[src/rtl/dbo_pkg.sv]
// ----------------------------------------------------------------------------
// Detection box overlay package
// Shared types, codes and small functions for the box overlay block.
// ----------------------------------------------------------------------------
package dbo_pkg;

  // Action codes carried by an input transaction.
  typedef enum logic [1:0] {
    ACT_PIXEL = 2'd0,
    ACT_ADD   = 2'd1,
    ACT_CLEAR = 2'd2
  } action_e;

  // Configuration register indexes.
  typedef enum logic [1:0] {
    REG_WIDTH  = 2'd0,
    REG_HEIGHT = 2'd1,
    REG_THICK  = 2'd2
  } reg_idx_e;

  localparam logic [12:0] WIDTH_RST  = 13'd640;
  localparam logic [12:0] HEIGHT_RST = 13'd480;
  localparam logic [3:0]  THICK_RST  = 4'd2;
  localparam logic [12:0] DIM_LIMIT  = 13'd4096;

  // Configuration values seen by the datapath.
  typedef struct packed {
    logic [12:0] width;
    logic [12:0] height;
    logic [3:0]  thick;
  } cfg_t;

  // One clamped box with its palette index.
  typedef struct packed {
    logic [11:0] left;
    logic [11:0] top;
    logic [11:0] right;
    logic [11:0] bottom;
    logic [2:0]  col;
  } box_t;

  // Transaction as it travels along the chain of cells.
  typedef struct packed {
    action_e     action;
    logic [11:0] x;
    logic [11:0] y;
    logic [7:0]  red;
    logic [7:0]  green;
    logic [7:0]  blue;
    logic        in_img;
    box_t        box;
    logic        hit;
    logic [2:0]  col;
  } item_t;

  // Clamp a signed corner into [0, min(size, 4096) - 1]; a size of zero gives 0.
  function automatic logic [11:0] clamp_dim(input logic signed [15:0] v,
                                            input logic [12:0] size);
    logic [12:0] lim;
    logic [12:0] hi;
    begin
      lim = (size > DIM_LIMIT) ? DIM_LIMIT : size;
      hi  = lim - 13'd1;
      if (v[15] || (size == 13'd0)) begin
        return 12'd0;
      end else if ({1'b0, v[14:0]} > {3'b000, hi}) begin
        return hi[11:0];
      end else begin
        return v[11:0];
      end
    end
  endfunction

  // Fixed eight-entry color palette, returned as {red, green, blue}.
  function automatic logic [23:0] palette(input logic [2:0] idx);
    logic [23:0] c;
    begin
      unique case (idx)
        3'd0:    c = {8'd255, 8'd64,  8'd64};
        3'd1:    c = {8'd64,  8'd255, 8'd64};
        3'd2:    c = {8'd64,  8'd64,  8'd255};
        3'd3:    c = {8'd255, 8'd255, 8'd0};
        3'd4:    c = {8'd255, 8'd0,   8'd255};
        3'd5:    c = {8'd0,   8'd255, 8'd255};
        3'd6:    c = {8'd255, 8'd128, 8'd0};
        default: c = {8'd128, 8'd0,   8'd255};
      endcase
      return c;
    end
  endfunction

endpackage

[src/rtl/dbo_stream_if.sv]
// ----------------------------------------------------------------------------
// Detection box overlay stream interfaces
// Valid/ready channels for input transactions and result pixels.
// ----------------------------------------------------------------------------

// Input channel: pixel, add-box and clear transactions.
interface dbo_in_if;
  logic        valid;
  logic        ready;
  logic [1:0]  action;
  logic [11:0] pixel_x;
  logic [11:0] pixel_y;
  logic [7:0]  pixel_red;
  logic [7:0]  pixel_green;
  logic [7:0]  pixel_blue;
  logic [15:0] box_left;
  logic [15:0] box_top;
  logic [15:0] box_right;
  logic [15:0] box_bottom;
  logic [7:0]  box_class;

  modport source (
    output valid, action, pixel_x, pixel_y, pixel_red, pixel_green, pixel_blue,
           box_left, box_top, box_right, box_bottom, box_class,
    input  ready
  );
  modport sink (
    input  valid, action, pixel_x, pixel_y, pixel_red, pixel_green, pixel_blue,
           box_left, box_top, box_right, box_bottom, box_class,
    output ready
  );
endinterface

// Output channel: one result per pixel transaction.
interface dbo_out_if;
  logic       valid;
  logic       ready;
  logic [7:0] out_red;
  logic [7:0] out_green;
  logic [7:0] out_blue;
  logic       on_outline;

  modport source (
    output valid, out_red, out_green, out_blue, on_outline,
    input  ready
  );
  modport sink (
    input  valid, out_red, out_green, out_blue, on_outline,
    output ready
  );
endinterface

[src/rtl/dbo_cfg.sv]
// ----------------------------------------------------------------------------
// Detection box overlay configuration registers
// APB-style register file for image size and outline thickness.
// ----------------------------------------------------------------------------
module dbo_cfg (
  input  logic               clk_i,
  input  logic               rst_ni,
  input  logic               psel,
  input  logic               penable,
  input  logic               pwrite,
  input  logic [3:0]         paddr,
  input  logic [31:0]        pwdata,
  output logic [31:0]        prdata,
  output logic               pready,
  output dbo_pkg::cfg_t      cfg_o
);

  logic [12:0] width_q;
  logic [12:0] height_q;
  logic [3:0]  thick_q;
  logic        wr_en;
  dbo_pkg::reg_idx_e idx;

  assign pready = 1'b1;
  assign wr_en  = psel && penable && pwrite;
  assign idx    = dbo_pkg::reg_idx_e'(paddr[3:2]);

  // Register writes in the access phase.
  always_ff @(posedge clk_i or negedge rst_ni) begin
    if (!rst_ni) begin
      width_q  <= dbo_pkg::WIDTH_RST;
      height_q <= dbo_pkg::HEIGHT_RST;
      thick_q  <= dbo_pkg::THICK_RST;
    end else if (wr_en) begin
      unique case (idx)
        dbo_pkg::REG_WIDTH:  width_q  <= pwdata[12:0];
        dbo_pkg::REG_HEIGHT: height_q <= pwdata[12:0];
        dbo_pkg::REG_THICK:  thick_q  <= pwdata[3:0];
        default: ;
      endcase
    end
  end

  // Read data mux.
  always_comb begin
    unique case (idx)
      dbo_pkg::REG_WIDTH:  prdata = {19'd0, width_q};
      dbo_pkg::REG_HEIGHT: prdata = {19'd0, height_q};
      dbo_pkg::REG_THICK:  prdata = {28'd0, thick_q};
      default:             prdata = 32'd0;
    endcase
  end

  assign cfg_o.width  = width_q;
  assign cfg_o.height = height_q;
  assign cfg_o.thick  = thick_q;

endmodule

[src/rtl/dbo_cell.sv]
// ----------------------------------------------------------------------------
// Detection box overlay cell
// Holds one box slot, tests passing pixels against it and hands on.
// ----------------------------------------------------------------------------
module dbo_cell #(
  parameter int unsigned CNT_W = 5,
  parameter int unsigned INDEX = 0
) (
  input  logic                clk_i,
  input  logic                rst_ni,
  input  logic                adv_i,
  input  logic [3:0]          thick_i,
  input  logic                valid_i,
  input  dbo_pkg::item_t      item_i,
  input  logic [CNT_W-1:0]    cnt_i,
  output logic                valid_o,
  output dbo_pkg::item_t      item_o,
  output logic [CNT_W-1:0]    cnt_o
);

  localparam logic [CNT_W-1:0] SLOT = CNT_W'(INDEX);

  dbo_pkg::box_t   box_q;
  dbo_pkg::item_t  item_d;
  dbo_pkg::item_t  item_q;
  logic [CNT_W-1:0] cnt_q;
  logic            valid_q;
  logic            x_in;
  logic            y_in;
  logic            on_box;

  // True when a - b lies in [0, t).
  function automatic logic band(input logic [11:0] a, input logic [11:0] b,
                                input logic [3:0] t);
    logic [11:0] d;
    begin
      d = a - b;
      return (a >= b) && (d < {8'd0, t});
    end
  endfunction

  // Outline test against the stored box.
  always_comb begin
    x_in   = (item_i.x >= box_q.left) && (item_i.x <= box_q.right);
    y_in   = (item_i.y >= box_q.top) && (item_i.y <= box_q.bottom);
    on_box = (x_in && (band(item_i.y, box_q.top, thick_i) ||
                       band(box_q.bottom, item_i.y, thick_i))) ||
             (y_in && (band(item_i.x, box_q.left, thick_i) ||
                       band(box_q.right, item_i.x, thick_i)));
  end

  // A later slot overrides any hit found in an earlier one.
  always_comb begin
    item_d = item_i;
    if ((item_i.action == dbo_pkg::ACT_PIXEL) && item_i.in_img &&
        (SLOT < cnt_i) && on_box) begin
      item_d.hit = 1'b1;
      item_d.col = box_q.col;
    end
  end

  // Box slot is written when the add transaction for this slot passes.
  always_ff @(posedge clk_i) begin
    if (adv_i && valid_i && (item_i.action == dbo_pkg::ACT_ADD) &&
        (cnt_i == SLOT)) begin
      box_q <= item_i.box;
    end
  end

  // Hand-off registers to the next cell.
  always_ff @(posedge clk_i or negedge rst_ni) begin
    if (!rst_ni) begin
      valid_q <= 1'b0;
    end else if (adv_i) begin
      valid_q <= valid_i;
    end
  end

  always_ff @(posedge clk_i) begin
    if (adv_i) begin
      item_q <= item_d;
      cnt_q  <= cnt_i;
    end
  end

  assign valid_o = valid_q;
  assign item_o  = item_q;
  assign cnt_o   = cnt_q;

endmodule

[src/rtl/detection_box_overlay_top.sv]
// ----------------------------------------------------------------------------
// Detection box overlay top level
// Draws box outlines over a pixel stream with a chain of box cells.
// ----------------------------------------------------------------------------
// Usage: transactions enter on in_i (valid/ready). A pixel transaction gives
// one result on out_o; add-box and clear transactions give none. Boxes are
// clamped to the image on entry and each cell of the chain holds one box slot.
// Every transaction walks the chain one cell per cycle unless the chain holds, so
// a pixel sees just the boxes that were in the list when it was accepted, and
// the newest box whose outline covers it sets its color.
// Path: a pixel's result passes every cell register, then the output register.
// Throughput: one transaction per cycle, set by the chain, while it does not hold.
// Reset empties the chain and the box list and loads the register defaults
// (width 640, height 480, thickness 2); no clearing pass is needed.
// When the receiver stalls, the result waits in the output register; the chain
// keeps moving as long as no second result is about to reach it, and then
// the whole chain holds and in_i.ready drops.
// Registers over APB: 0x0 width, 0x4 height, 0x8 thickness; write them idle.
// ----------------------------------------------------------------------------
module detection_box_overlay_top #(
  parameter int unsigned MAX_BOXES = 16
) (
  input  logic        clk_i,
  input  logic        rst_ni,
  dbo_in_if.sink      in_i,
  dbo_out_if.source   out_o,
  input  logic        psel,
  input  logic        penable,
  input  logic        pwrite,
  input  logic [3:0]  paddr,
  input  logic [31:0] pwdata,
  output logic [31:0] prdata,
  output logic        pready
);

  localparam int unsigned CNT_W = $clog2(MAX_BOXES + 1);
  localparam logic [CNT_W-1:0] CNT_MAX = CNT_W'(MAX_BOXES);

  dbo_pkg::cfg_t   cfg;
  dbo_pkg::item_t  item_w [MAX_BOXES+1];
  logic [CNT_W-1:0] cnt_w [MAX_BOXES+1];
  logic            valid_w [MAX_BOXES+1];
  logic [CNT_W-1:0] count_q;
  logic            adv;
  logic            accept;
  logic            last_pix;
  logic            out_valid_q;
  logic [7:0]      red_q;
  logic [7:0]      green_q;
  logic [7:0]      blue_q;
  logic            hit_q;
  logic [23:0]     pal;
  dbo_pkg::action_e act;

  dbo_cfg u_cfg (
    .clk_i   (clk_i),
    .rst_ni  (rst_ni),
    .psel    (psel),
    .penable (penable),
    .pwrite  (pwrite),
    .paddr   (paddr),
    .pwdata  (pwdata),
    .prdata  (prdata),
    .pready  (pready),
    .cfg_o   (cfg)
  );

  // Chain moves unless a result would collide with one still waiting.
  assign last_pix = valid_w[MAX_BOXES] &&
                    (item_w[MAX_BOXES].action == dbo_pkg::ACT_PIXEL);
  assign adv      = !(out_valid_q && !out_o.ready && last_pix);
  assign in_i.ready = adv;
  assign accept   = in_i.valid && adv;
  assign act      = dbo_pkg::action_e'(in_i.action);

  // Box count: a clear empties the list, an add takes the next free slot.
  always_ff @(posedge clk_i or negedge rst_ni) begin
    if (!rst_ni) begin
      count_q <= '0;
    end else if (accept) begin
      if (act == dbo_pkg::ACT_CLEAR) begin
        count_q <= '0;
      end else if ((act == dbo_pkg::ACT_ADD) && (count_q < CNT_MAX)) begin
        count_q <= count_q + 1'b1;
      end
    end
  end

  // Entry of the chain: clamp corners and flag pixels inside the image.
  always_comb begin
    item_w[0].action     = act;
    item_w[0].x          = in_i.pixel_x;
    item_w[0].y          = in_i.pixel_y;
    item_w[0].red        = in_i.pixel_red;
    item_w[0].green      = in_i.pixel_green;
    item_w[0].blue       = in_i.pixel_blue;
    item_w[0].in_img     = ({1'b0, in_i.pixel_x} < cfg.width) &&
                           ({1'b0, in_i.pixel_y} < cfg.height);
    item_w[0].box.left   = dbo_pkg::clamp_dim(in_i.box_left, cfg.width);
    item_w[0].box.top    = dbo_pkg::clamp_dim(in_i.box_top, cfg.height);
    item_w[0].box.right  = dbo_pkg::clamp_dim(in_i.box_right, cfg.width);
    item_w[0].box.bottom = dbo_pkg::clamp_dim(in_i.box_bottom, cfg.height);
    item_w[0].box.col    = in_i.box_class[2:0];
    item_w[0].hit        = 1'b0;
    item_w[0].col        = 3'd0;
  end

  assign valid_w[0] = in_i.valid;
  assign cnt_w[0]   = count_q;

  // Row of box cells, slot i in cell i.
  for (genvar i = 0; i < MAX_BOXES; i++) begin : g_cell
    dbo_cell #(
      .CNT_W (CNT_W),
      .INDEX (i)
    ) u_cell (
      .clk_i   (clk_i),
      .rst_ni  (rst_ni),
      .adv_i   (adv),
      .thick_i (cfg.thick),
      .valid_i (valid_w[i]),
      .item_i  (item_w[i]),
      .cnt_i   (cnt_w[i]),
      .valid_o (valid_w[i+1]),
      .item_o  (item_w[i+1]),
      .cnt_o   (cnt_w[i+1])
    );
  end

  assign pal = dbo_pkg::palette(item_w[MAX_BOXES].col);

  // Output register: loads a finished pixel, clears when taken.
  always_ff @(posedge clk_i or negedge rst_ni) begin
    if (!rst_ni) begin
      out_valid_q <= 1'b0;
    end else if (adv && last_pix) begin
      out_valid_q <= 1'b1;
    end else if (out_o.ready) begin
      out_valid_q <= 1'b0;
    end
  end

  always_ff @(posedge clk_i) begin
    if (adv && last_pix) begin
      hit_q <= item_w[MAX_BOXES].hit;
      if (item_w[MAX_BOXES].hit) begin
        red_q   <= pal[23:16];
        green_q <= pal[15:8];
        blue_q  <= pal[7:0];
      end else begin
        red_q   <= item_w[MAX_BOXES].red;
        green_q <= item_w[MAX_BOXES].green;
        blue_q  <= item_w[MAX_BOXES].blue;
      end
    end
  end

  assign out_o.valid      = out_valid_q;
  assign out_o.out_red    = red_q;
  assign out_o.out_green  = green_q;
  assign out_o.out_blue   = blue_q;
  assign out_o.on_outline = hit_q;

endmodule

[src/flat_wrapper.sv]
// flat-port wrapper written by rule: the top's interface ports become plain ports
module detection_box_overlay_top_flat 
#(
  parameter int unsigned MAX_BOXES = 16
)
  (clk_i, rst_ni, psel, penable, pwrite, paddr, pwdata, prdata, pready, in_i_valid, in_i_action, in_i_pixel_x, in_i_pixel_y, in_i_pixel_red, in_i_pixel_green, in_i_pixel_blue, in_i_box_left, in_i_box_top, in_i_box_right, in_i_box_bottom, in_i_box_class, in_i_ready, out_o_valid, out_o_out_red, out_o_out_green, out_o_out_blue, out_o_on_outline, out_o_ready);
  dbo_in_if in_i_i ();
  dbo_out_if out_o_i ();
  input  logic clk_i;
  input  logic rst_ni;
  input  logic psel;
  input  logic penable;
  input  logic pwrite;
  input  logic [3:0] paddr;
  input  logic [31:0] pwdata;
  output logic [31:0] prdata;
  output logic pready;
  input wire logic [$bits(in_i_i.valid)-1:0] in_i_valid;
  input wire logic [$bits(in_i_i.action)-1:0] in_i_action;
  input wire logic [$bits(in_i_i.pixel_x)-1:0] in_i_pixel_x;
  input wire logic [$bits(in_i_i.pixel_y)-1:0] in_i_pixel_y;
  input wire logic [$bits(in_i_i.pixel_red)-1:0] in_i_pixel_red;
  input wire logic [$bits(in_i_i.pixel_green)-1:0] in_i_pixel_green;
  input wire logic [$bits(in_i_i.pixel_blue)-1:0] in_i_pixel_blue;
  input wire logic [$bits(in_i_i.box_left)-1:0] in_i_box_left;
  input wire logic [$bits(in_i_i.box_top)-1:0] in_i_box_top;
  input wire logic [$bits(in_i_i.box_right)-1:0] in_i_box_right;
  input wire logic [$bits(in_i_i.box_bottom)-1:0] in_i_box_bottom;
  input wire logic [$bits(in_i_i.box_class)-1:0] in_i_box_class;
  output wire logic [$bits(in_i_i.ready)-1:0] in_i_ready;
  output wire logic [$bits(out_o_i.valid)-1:0] out_o_valid;
  output wire logic [$bits(out_o_i.out_red)-1:0] out_o_out_red;
  output wire logic [$bits(out_o_i.out_green)-1:0] out_o_out_green;
  output wire logic [$bits(out_o_i.out_blue)-1:0] out_o_out_blue;
  output wire logic [$bits(out_o_i.on_outline)-1:0] out_o_on_outline;
  input wire logic [$bits(out_o_i.ready)-1:0] out_o_ready;
  assign in_i_i.valid = in_i_valid;
  assign in_i_i.action = in_i_action;
  assign in_i_i.pixel_x = in_i_pixel_x;
  assign in_i_i.pixel_y = in_i_pixel_y;
  assign in_i_i.pixel_red = in_i_pixel_red;
  assign in_i_i.pixel_green = in_i_pixel_green;
  assign in_i_i.pixel_blue = in_i_pixel_blue;
  assign in_i_i.box_left = in_i_box_left;
  assign in_i_i.box_top = in_i_box_top;
  assign in_i_i.box_right = in_i_box_right;
  assign in_i_i.box_bottom = in_i_box_bottom;
  assign in_i_i.box_class = in_i_box_class;
  assign in_i_ready = in_i_i.ready;
  assign out_o_valid = out_o_i.valid;
  assign out_o_out_red = out_o_i.out_red;
  assign out_o_out_green = out_o_i.out_green;
  assign out_o_out_blue = out_o_i.out_blue;
  assign out_o_on_outline = out_o_i.on_outline;
  assign out_o_i.ready = out_o_ready;
  detection_box_overlay_top #(.MAX_BOXES(MAX_BOXES)) u_core (.clk_i(clk_i), .rst_ni(rst_ni), .in_i(in_i_i), .out_o(out_o_i), .psel(psel), .penable(penable), .pwrite(pwrite), .paddr(paddr), .pwdata(pwdata), .prdata(prdata), .pready(pready));
endmodule
[config.mk]
export PLATFORM = sky130hd
export DESIGN_NAME = detection_box_overlay_top_flat
export DESIGN_NICKNAME = d
export VERILOG_FILES = /design/src/rtl/dbo_pkg.sv /design/src/rtl/dbo_stream_if.sv /design/src/rtl/dbo_cfg.sv /design/src/rtl/dbo_cell.sv /design/src/rtl/detection_box_overlay_top.sv /design/src/flat_wrapper.sv
export SDC_FILE = /design/constraint.sdc
export NUM_CORES = 2
export LEC_CHECK = 0
export ABC_AREA = 1
export BUFFER_PORTS_ARGS = -buffer_cell sky130_fd_sc_hd__buf_4
export CORE_MARGIN = 8
export CORE_UTILIZATION = 60
export CTS_BUF_LIST = sky130_fd_sc_hd__clkbuf_4 sky130_fd_sc_hd__clkbuf_8
export DETAILED_ROUTE_END_ITERATION = 7
export PLACE_DENSITY = 0.87
export SKIP_CTS_REPAIR_TIMING = 1
export SLEW_MARGIN = 20
export SYNTH_ARGS = -nofsm -noshare
export SYNTH_HDL_FRONTEND = slang
export SYNTH_SLANG_ARGS = --single-unit
[constraint.sdc]
create_clock -name clk_i -period 60.4 [get_ports clk_i]
set_clock_uncertainty 0.15 [all_clocks]
set_input_delay 0 -clock clk_i [delete_from_list [all_inputs] [get_ports clk_i]]
set_output_delay 0 -clock clk_i [all_outputs]
set_load 0.02 [all_outputs]
======== Yosys cells after proc, flatten, opt, wreduce, memory -nomap -nowiden ========
Index checks and enable logic that the tools add are counted.
word-level totals
  register bits ........................... 2588
  input bits .............................. 165
  output and inout bits ................... 60
operators by class
  add/sub/neg operators ................... 67
  order comparisons ....................... 185
  eq/ne operators ......................... 40
  multiplexer cells ....................... 35
  reductions and logical operators ........ 314
operators with widths
  cell                     number
  $ge A12 B12 Y1           64
  $lt A12 B4 Y1            64
  $sub A12 B12 Y12         64
  $le A12 B12 Y1           32
  $logic_and A1 B1 Y1      232
  $pmux W24 S7             1
  $mux W12                 8
  $gt A15 B13 Y1           4
  $logic_or A1 B1 Y1       52
  $mux W3                  15
  $eq A5 B4 Y1 const B     8
  $lt A4 B5 Y1 const A     8
  $pmux W13 S3             1
  $logic_not A2 Y1         18
  $eq A2 B1 Y1 const B     17
  $gt A13 B13 Y1 const B   2
  $logic_not A13 Y1        2
  $lt A12 B13 Y1           2
  $mux W13                 2
  $sub A13 B1 Y13 const B  2
  $mux W8                  3
  $eq A5 B3 Y1 const B     4
  $lt A3 B5 Y1 const A     4
  $eq A5 B2 Y1 const B     2
  17 further kinds         30

======== Logic depth before layout (Yosys ltp) ========
  depth in word-level cells ............... 8
  mapped depth ............................ 28
  gate-level depth less buffers ........... 25

======== Modules after synthesis ========
Synthesis repeated with hierarchy kept, for this count alone.
unflattened totals
  cell total of the unflattened synthesis .. 14055
  area, all modules ....................... 140445.9 um2
modules (own cells, without submodules)
  module                                times used  cells an instance  area each (um2)  seq. area each (um2)
  dbo_cell at u_core.g_cell[9].u_cell   1           815                8455.6           4889.7
  dbo_cell at u_core.g_cell[5].u_cell   1           812                8448.1           4889.7
  dbo_cell at u_core.g_cell[11].u_cell  1           816                8440.6           4889.7
  dbo_cell at u_core.g_cell[4].u_cell   1           817                8421.8           4889.7
  dbo_cell at u_core.g_cell[13].u_cell  1           817                8404.3           4889.7
  dbo_cell at u_core.g_cell[10].u_cell  1           818                8403.1           4889.7
  dbo_cell at u_core.g_cell[6].u_cell   1           809                8373.0           4889.7
  dbo_cell at u_core.g_cell[14].u_cell  1           810                8370.5           4889.7
  dbo_cell at u_core.g_cell[12].u_cell  1           818                8344.3           4889.7
  dbo_cell at u_core.g_cell[8].u_cell   1           817                8339.2           4889.7
  dbo_cell at u_core.g_cell[7].u_cell   1           811                8323.0           4889.7
  dbo_cell at u_core.g_cell[2].u_cell   1           816                8310.5           4889.7
  dbo_cell at u_core.g_cell[15].u_cell  1           812                8309.2           4889.7
  dbo_cell at u_core.g_cell[0].u_cell   1           813                8295.5           4889.7
  +4 rows                               --          --                 --               --

======== Worst setup path before layout ========
OpenSTA, ideal clock, no wires.
  path type ............................... register -> register
  start point ............................. register u_core.out_valid_q, in the netlist u_core.out_o.valid
  end point ............................... register u_core.g_cell[11].u_cell.box_q[0] in the netlist's numbering (enable)
  arrival ................................. 54175 ps
  data required time ...................... 59727 ps
  slack ................................... 5553 ps
  stages on the path, launching flop included .. 9
  cells stage by stage .................... dfrtp_1 -> inv_1 -> nor2_1 -> inv_1 -> nor2_1 -> clkinv_1 -> clkbuf_1 -> nand2_1 -> nor3_1
on the way
  word-level cells in the longest chain between the ends .. 6
RTL lines
  element                           RTL line                          text
  start: declaration                detection_box_overlay_top.sv:47   logic out_valid_q;
  start signal: assignment          detection_box_overlay_top.sv:135  out_valid_q <= 1'b0;
  start signal: assignment          detection_box_overlay_top.sv:137  out_valid_q <= 1'b1;
  start signal: assignment          detection_box_overlay_top.sv:139  out_valid_q <= 1'b0;
  $logic_and A1 B1 Y1 (2 in a row)  detection_box_overlay_top.sv:71   assign adv = !(out_valid_q && !out_o.ready && last_pix);
  $logic_not A1 Y1                  detection_box_overlay_top.sv:71
  net in_i_ready                    flat_wrapper.sv:30                output wire logic [$bits(in_i_i.ready)-1:0] in_i_ready;
  $logic_and A1 B1 Y1 (3 in a row)  dbo_cell.sv:64                    if (adv_i && valid_i && (item_i.action == dbo_pkg::ACT_ADD) &&
  end signal: assignment            dbo_cell.sv:66                    box_q <= item_i.box;
  end: declaration                  dbo_cell.sv:23                    dbo_pkg::box_t box_q;
The timed path passes the listed nets, and every way through them passes these cells.
A chain may end at the register's enable or synchronous reset.

==> metrics.md <==
| Metric | Value |
|---|---|
| Biggest fanout along the worst timing path | `20` |
| Pin count of the biggest net entering global routing | `192` |
| Drc violations | `0` |
| R2r startpoint | `u_core.u_cfg.width_q[9]$_DFFE_PN1P_` |
| Global router's overall resource usage | `25.7%` |
| Starting density of the core | `60.3%` |
| Netlist area before placement | `around 0.13 mm²` |
| Ratio of cells with drive above 1 in the final layout | `7.71%` |
| Detailed-route wire length per cell | `20.2 µm` |
| Number of top-level pins | `225` |
| Arrival time of the worst setup path | `roughly 8.4 ns` |
| Most common flop cell mapped by yosys | `sky130_fd_sc_hd__edfxtp_1` |
| Total number of vias | `about 88,000` |
| Post-synthesis cell count | `11,427` |
| Path depth of the worst reg2reg path | `27` |
| Count of endpoints failing hold in the final timing report | `0` |
| Register-to-register setup slack | `about 53 ns` |
| Wirelength, routed | `312 mm` |
| Number of storage elements in the synthesis netlist | `2,588` |
| Synth warn | `0` |
| Post-route clock period utilization | `12.8%` |
| Power per cell area | `37.5 mW/mm²` |
| HPWL Detailed | `220 mm` |
| Number of levels the H-tree was split into | `5` |
| Transition time at the pin with the least slew margin | `roughly 1.2 ns` |
| Distinct cell type count of the synthesized netlist | `66` |
| Final GP Congestion | `between 0.9 and 1` |
| Seq/Total Area, Yosys | `60.5%` |
| # clock sinks | `between 2,000 and 3,000` |
| Starting DRT DRC Count | `7,071` |
| GRT Residual Overflow | `0` |
| Total negative slack for setup checks | `0 ns` |
| Mean number of vias per cell | `5.67` |
| DRT antenna net count | `0` |
| Worst hold endpoint | `u_core.g_cell[0].u_cell.box_q[35]$_DFFE_PP_` |
| CTS tree | `yes` |
| Leading cell type in the layout, fill and taps excluded | `sky130_fd_sc_hd__edfxtp_1` |
| Final number of setup-violating endpoints | `0` |
| Minimum period implied by the final worst setup slack | `7.71 ns` |
| Antenna violations before repair | `3` |
| Final Core Density | `67.9%` |
| Count of buffers from port buffering | `178` |
| Worst Hold Depth | `6` |
| Worst slew margin relative to its limit | `a little over a fifth` |
| Cts bufs inserted | `409` |
| Post-synth EDFFs | `2,536` |
| Maximum vdd ir drop | `0.0267 mV` |
| Most frequent cells in the layout | `2,536 x sky130_fd_sc_hd__edfxtp_1, 2,358 x sky130_fd_sc_hd__nand2_1, 1,759 x sky130_fd_sc_hd__inv_1, 1,018 x sky130_fd_sc_hd__ha_1, 727 x sky130_fd_sc_hd__a21oi_1` |
| Maximum clock frequency | `about 130 MHz` |
| Cell leakage power | `64.1 nW` |
| Worst hold path class | `input port to flip-flop` |
| Die Ht | `478 µm` |
| Reported max-cap violation count | `0` |
| Cell at the root of the clock tree | `sky130_fd_sc_hd__clkbuf_8` |
| Avg Cell Area, Syn | `11.2 µm²` |
| Critical path type | `flip-flop to flip-flop` |
| Wire length of the first global-routing pass | `about 460 mm` |
| Setup crit end kind | `flip-flop` |
| Setup repair after global routing missed its margin | `no` |
| Startpoint of the tightest hold check path | `in_i_box_top[8]` |
| R2r endpoint | `u_core.g_cell[0].u_cell.box_q[18]$_DFFE_PP_` |
| Final setup margin | `52.69 ns` |
| First-pass detailed-route iteration total | `8` |
| Number of buffers on the longest clock path | `4` |
| Post-layout net count | `13,570` |
| Data required time of the worst path | `61.07 ns` |
| Core outline area | `0.212 mm²` |
| Chip width | `roughly 480 µm` |
| Async SR Flop Fraction | `2.01%` |
| Clock slew seen by the registers of the worst setup and hold paths | `0.07 ns` |
| Minimum setup slack after placement | `54.37 ns` |
| Element type at the critical path start | `flip-flop` |
| Result of the run | `finished, final reports clean` |
| Total Die Area | `0.228 mm²` |
| Area Overhead vs Synth | `12.5%` |
| Max-slew violation total from the final report | `0` |
| Via count of the first global-routing pass | `87,312` |
| Latest clock arrival within the worst-skew pair | `1.11 ns` |
| # rows | `between 150 and 200` |
worst max path at each step:
stage,from,end,slack [ns],cells past startpoint
after global routing,u_core.u_cfg.width_q[9]$_DFFE_PN1P_,u_core.g_cell[0].u_cell.box_q[18]$_DFFE_PP_,52.38,27
after floorplan,u_core.out_o.valid$_DFFE_PN0P_,u_core.g_cell[11].u_cell.box_q[0]$_DFFE_PP_,5.55,8
after global placement,u_core.out_o.valid$_DFFE_PN0P_,u_core.g_cell[5].u_cell.box_q[47]$_DFFE_PP_,54.65,11
after detailed placement,u_core.out_o.valid$_DFFE_PN0P_,u_core.g_cell[4].u_cell.box_q[47]$_DFFE_PP_,54.37,11
after CTS,u_core.out_o.valid$_DFFE_PN0P_,u_core.g_cell[4].u_cell.box_q[21]$_DFFE_PP_,54.31,11
final,u_core.u_cfg.width_q[9]$_DFFE_PN1P_,u_core.g_cell[0].u_cell.box_q[18]$_DFFE_PP_,52.69,27
flip-flops by register name (all words and copies together) (netlist names), 4 cells and up:
signal and count:
u_core.g_cell.u_cell.item_o 1620, u_core.g_cell.u_cell.box_q 816, u_core.g_cell.u_cell.cnt_o 75, u_core.g_cell.u_cell.valid_o 16, u_core.u_cfg.height_q 13, u_core.u_cfg.width_q 13, u_core.out_o.out_blue 8, u_core.out_o.out_green 8
u_core.out_o.out_red 8, u_core.count_q 5, u_core.u_cfg.thick_q 4
cells in the mapped netlist, drive strengths merged, types with 4 or more instances:
| cell type | n | area share (%) |
|---|---|---|
| o41ai | 6 | 0.059 |
| a31oi | 47 | 0.23 |
| dfrtp | 45 | 0.88 |
| a21o | 66 | 0.39 |
| nand2b | 25 | 0.12 |
| clkbuf | 20 | 0.059 |
| inv | 1772 | 5.2 |
| o211ai | 21 | 0.12 |
| xnor2 | 115 | 0.79 |
| o2111ai | 32 | 0.22 |
| a221oi | 39 | 0.27 |
| o221ai | 6 | 0.041 |
| buf | 45 | 0.26 |
| or2 | 27 | 0.13 |
| nor3 | 103 | 0.40 |
| o21bai | 59 | 0.35 |
| nor4b | 4 | 0.027 |
| o21ai | 247 | 0.97 |
| dfstp | 7 | 0.14 |
| a31o | 12 | 0.082 |
| nor2 | 641 | 1.9 |
| o31ai | 5 | 0.051 |
| nand3b | 33 | 0.19 |
| nand2 | 2370 | 7.0 |
| xor2 | 337 | 2.3 |
| o21ba | 4 | 0.031 |
| o21a | 74 | 0.43 |
| o22ai | 9 | 0.044 |
| a21oi | 727 | 2.8 |
| nand3 | 618 | 2.5 |
| nor4 | 14 | 0.068 |
| nand4 | 204 | 1.0 |
| edfxtp | 2536 | 60 |
| ha | 1018 | 10 |
| fa | 64 | 1.0 |
| a211oi | 54 | 0.32 |
report_power, final:
| group | leakage [nW] | internal [mW] | switching (mW) | total, mW |
|---|---|---|---|---|
| Clock | 4.17 | 0.789 | 0.682 | 1.47 |
| Sequential | 27.1 | 2.50 | 0.279 | 2.77 |
| Combinational | 32.9 | 0.433 | 0.718 | 1.15 |
critical path: stages, from the launching register on:
cell and delay [ns]:
sky130_fd_sc_hd__dfstp_2 0.58, sky130_fd_sc_hd__inv_1 0.09, sky130_fd_sc_hd__nand2_1 0.06, sky130_fd_sc_hd__nor2_1 0.06, sky130_fd_sc_hd__nand2_4 0.10, sky130_fd_sc_hd__nand2_8 0.11, sky130_fd_sc_hd__nand2_1 0.26, sky130_fd_sc_hd__ha_1 0.35
sky130_fd_sc_hd__nand2_2 0.16, sky130_fd_sc_hd__nor2_2 0.15, sky130_fd_sc_hd__nand2_1 0.06, sky130_fd_sc_hd__nand2_1 0.13, sky130_fd_sc_hd__nand2_1 0.08, sky130_fd_sc_hd__nand2_1 0.05, sky130_fd_sc_hd__dlygate4sd3_1 0.61, sky130_fd_sc_hd__nor2_1 0.05
sky130_fd_sc_hd__dlygate4sd3_1 0.55, sky130_fd_sc_hd__nand2_1 0.06, sky130_fd_sc_hd__dlygate4sd3_1 0.55, sky130_fd_sc_hd__nand2_2 0.06, sky130_fd_sc_hd__dlygate4sd3_1 0.60, sky130_fd_sc_hd__nand3_4 0.12, sky130_fd_sc_hd__dlygate4sd3_1 1.11, sky130_fd_sc_hd__nand2_1 0.11
sky130_fd_sc_hd__nand2_1 0.09, sky130_fd_sc_hd__dlygate4sd3_1 0.55, sky130_fd_sc_hd__nor2_1 0.05, sky130_fd_sc_hd__dlygate4sd3_1 0.58
per-stage QoR:
stage                     cells  hold slack, ns  power, mW  area, µm²
after floorplan           11445          -0.446       3.55     128000
after global placement    14422          0.0152       3.81     133000
after detailed placement  14422          0.0297       3.89     133000
after CTS                 15128           -1.14       5.36     141000
after global routing      15442         -0.0111       5.66     144000
final                     15445          0.0187       5.40     144000
layout make-up:
class                   count  area [µm²]
diodes                      6        15.0
clock buffers             525        6610
clock inverters           181        1300
fillers                 14386       68100
inverters                1775        6670
multi-input cells        7017       43600
flip-flops and latches   2588       77500
well taps                2821        3530
repair buffers            532        4820
per-layer routing:
metal / part of all wire, % / up-vias / global-route usage, % / routed length (µm)
met3: 5.7 / 1082 / 3.33 / 17700
met1: 37 / 41478 / 28.8 / 114000
met2: 51 / 3605 / 47.0 / 159000
met4: 6.7 / 0 / 14.5 / 21000
met5: 0 / - / 0 / 0
li1: - / 41335 / - / -
logic make-up after synthesis:
| family | Yosys count | synth area share, % |
|---|---|---|
| other cells | 2 | 0.00587 |
| fa+ha+maj | 1082 | 11.0 |
| flops | 2588 | 60.5 |
| simple gates | 4049 | 13.4 |
| buf+inv | 1840 | 5.53 |
| xor+xnor | 452 | 3.09 |
| compound gates | 1414 | 6.49 |
Power figures use the tool's default switching activity.
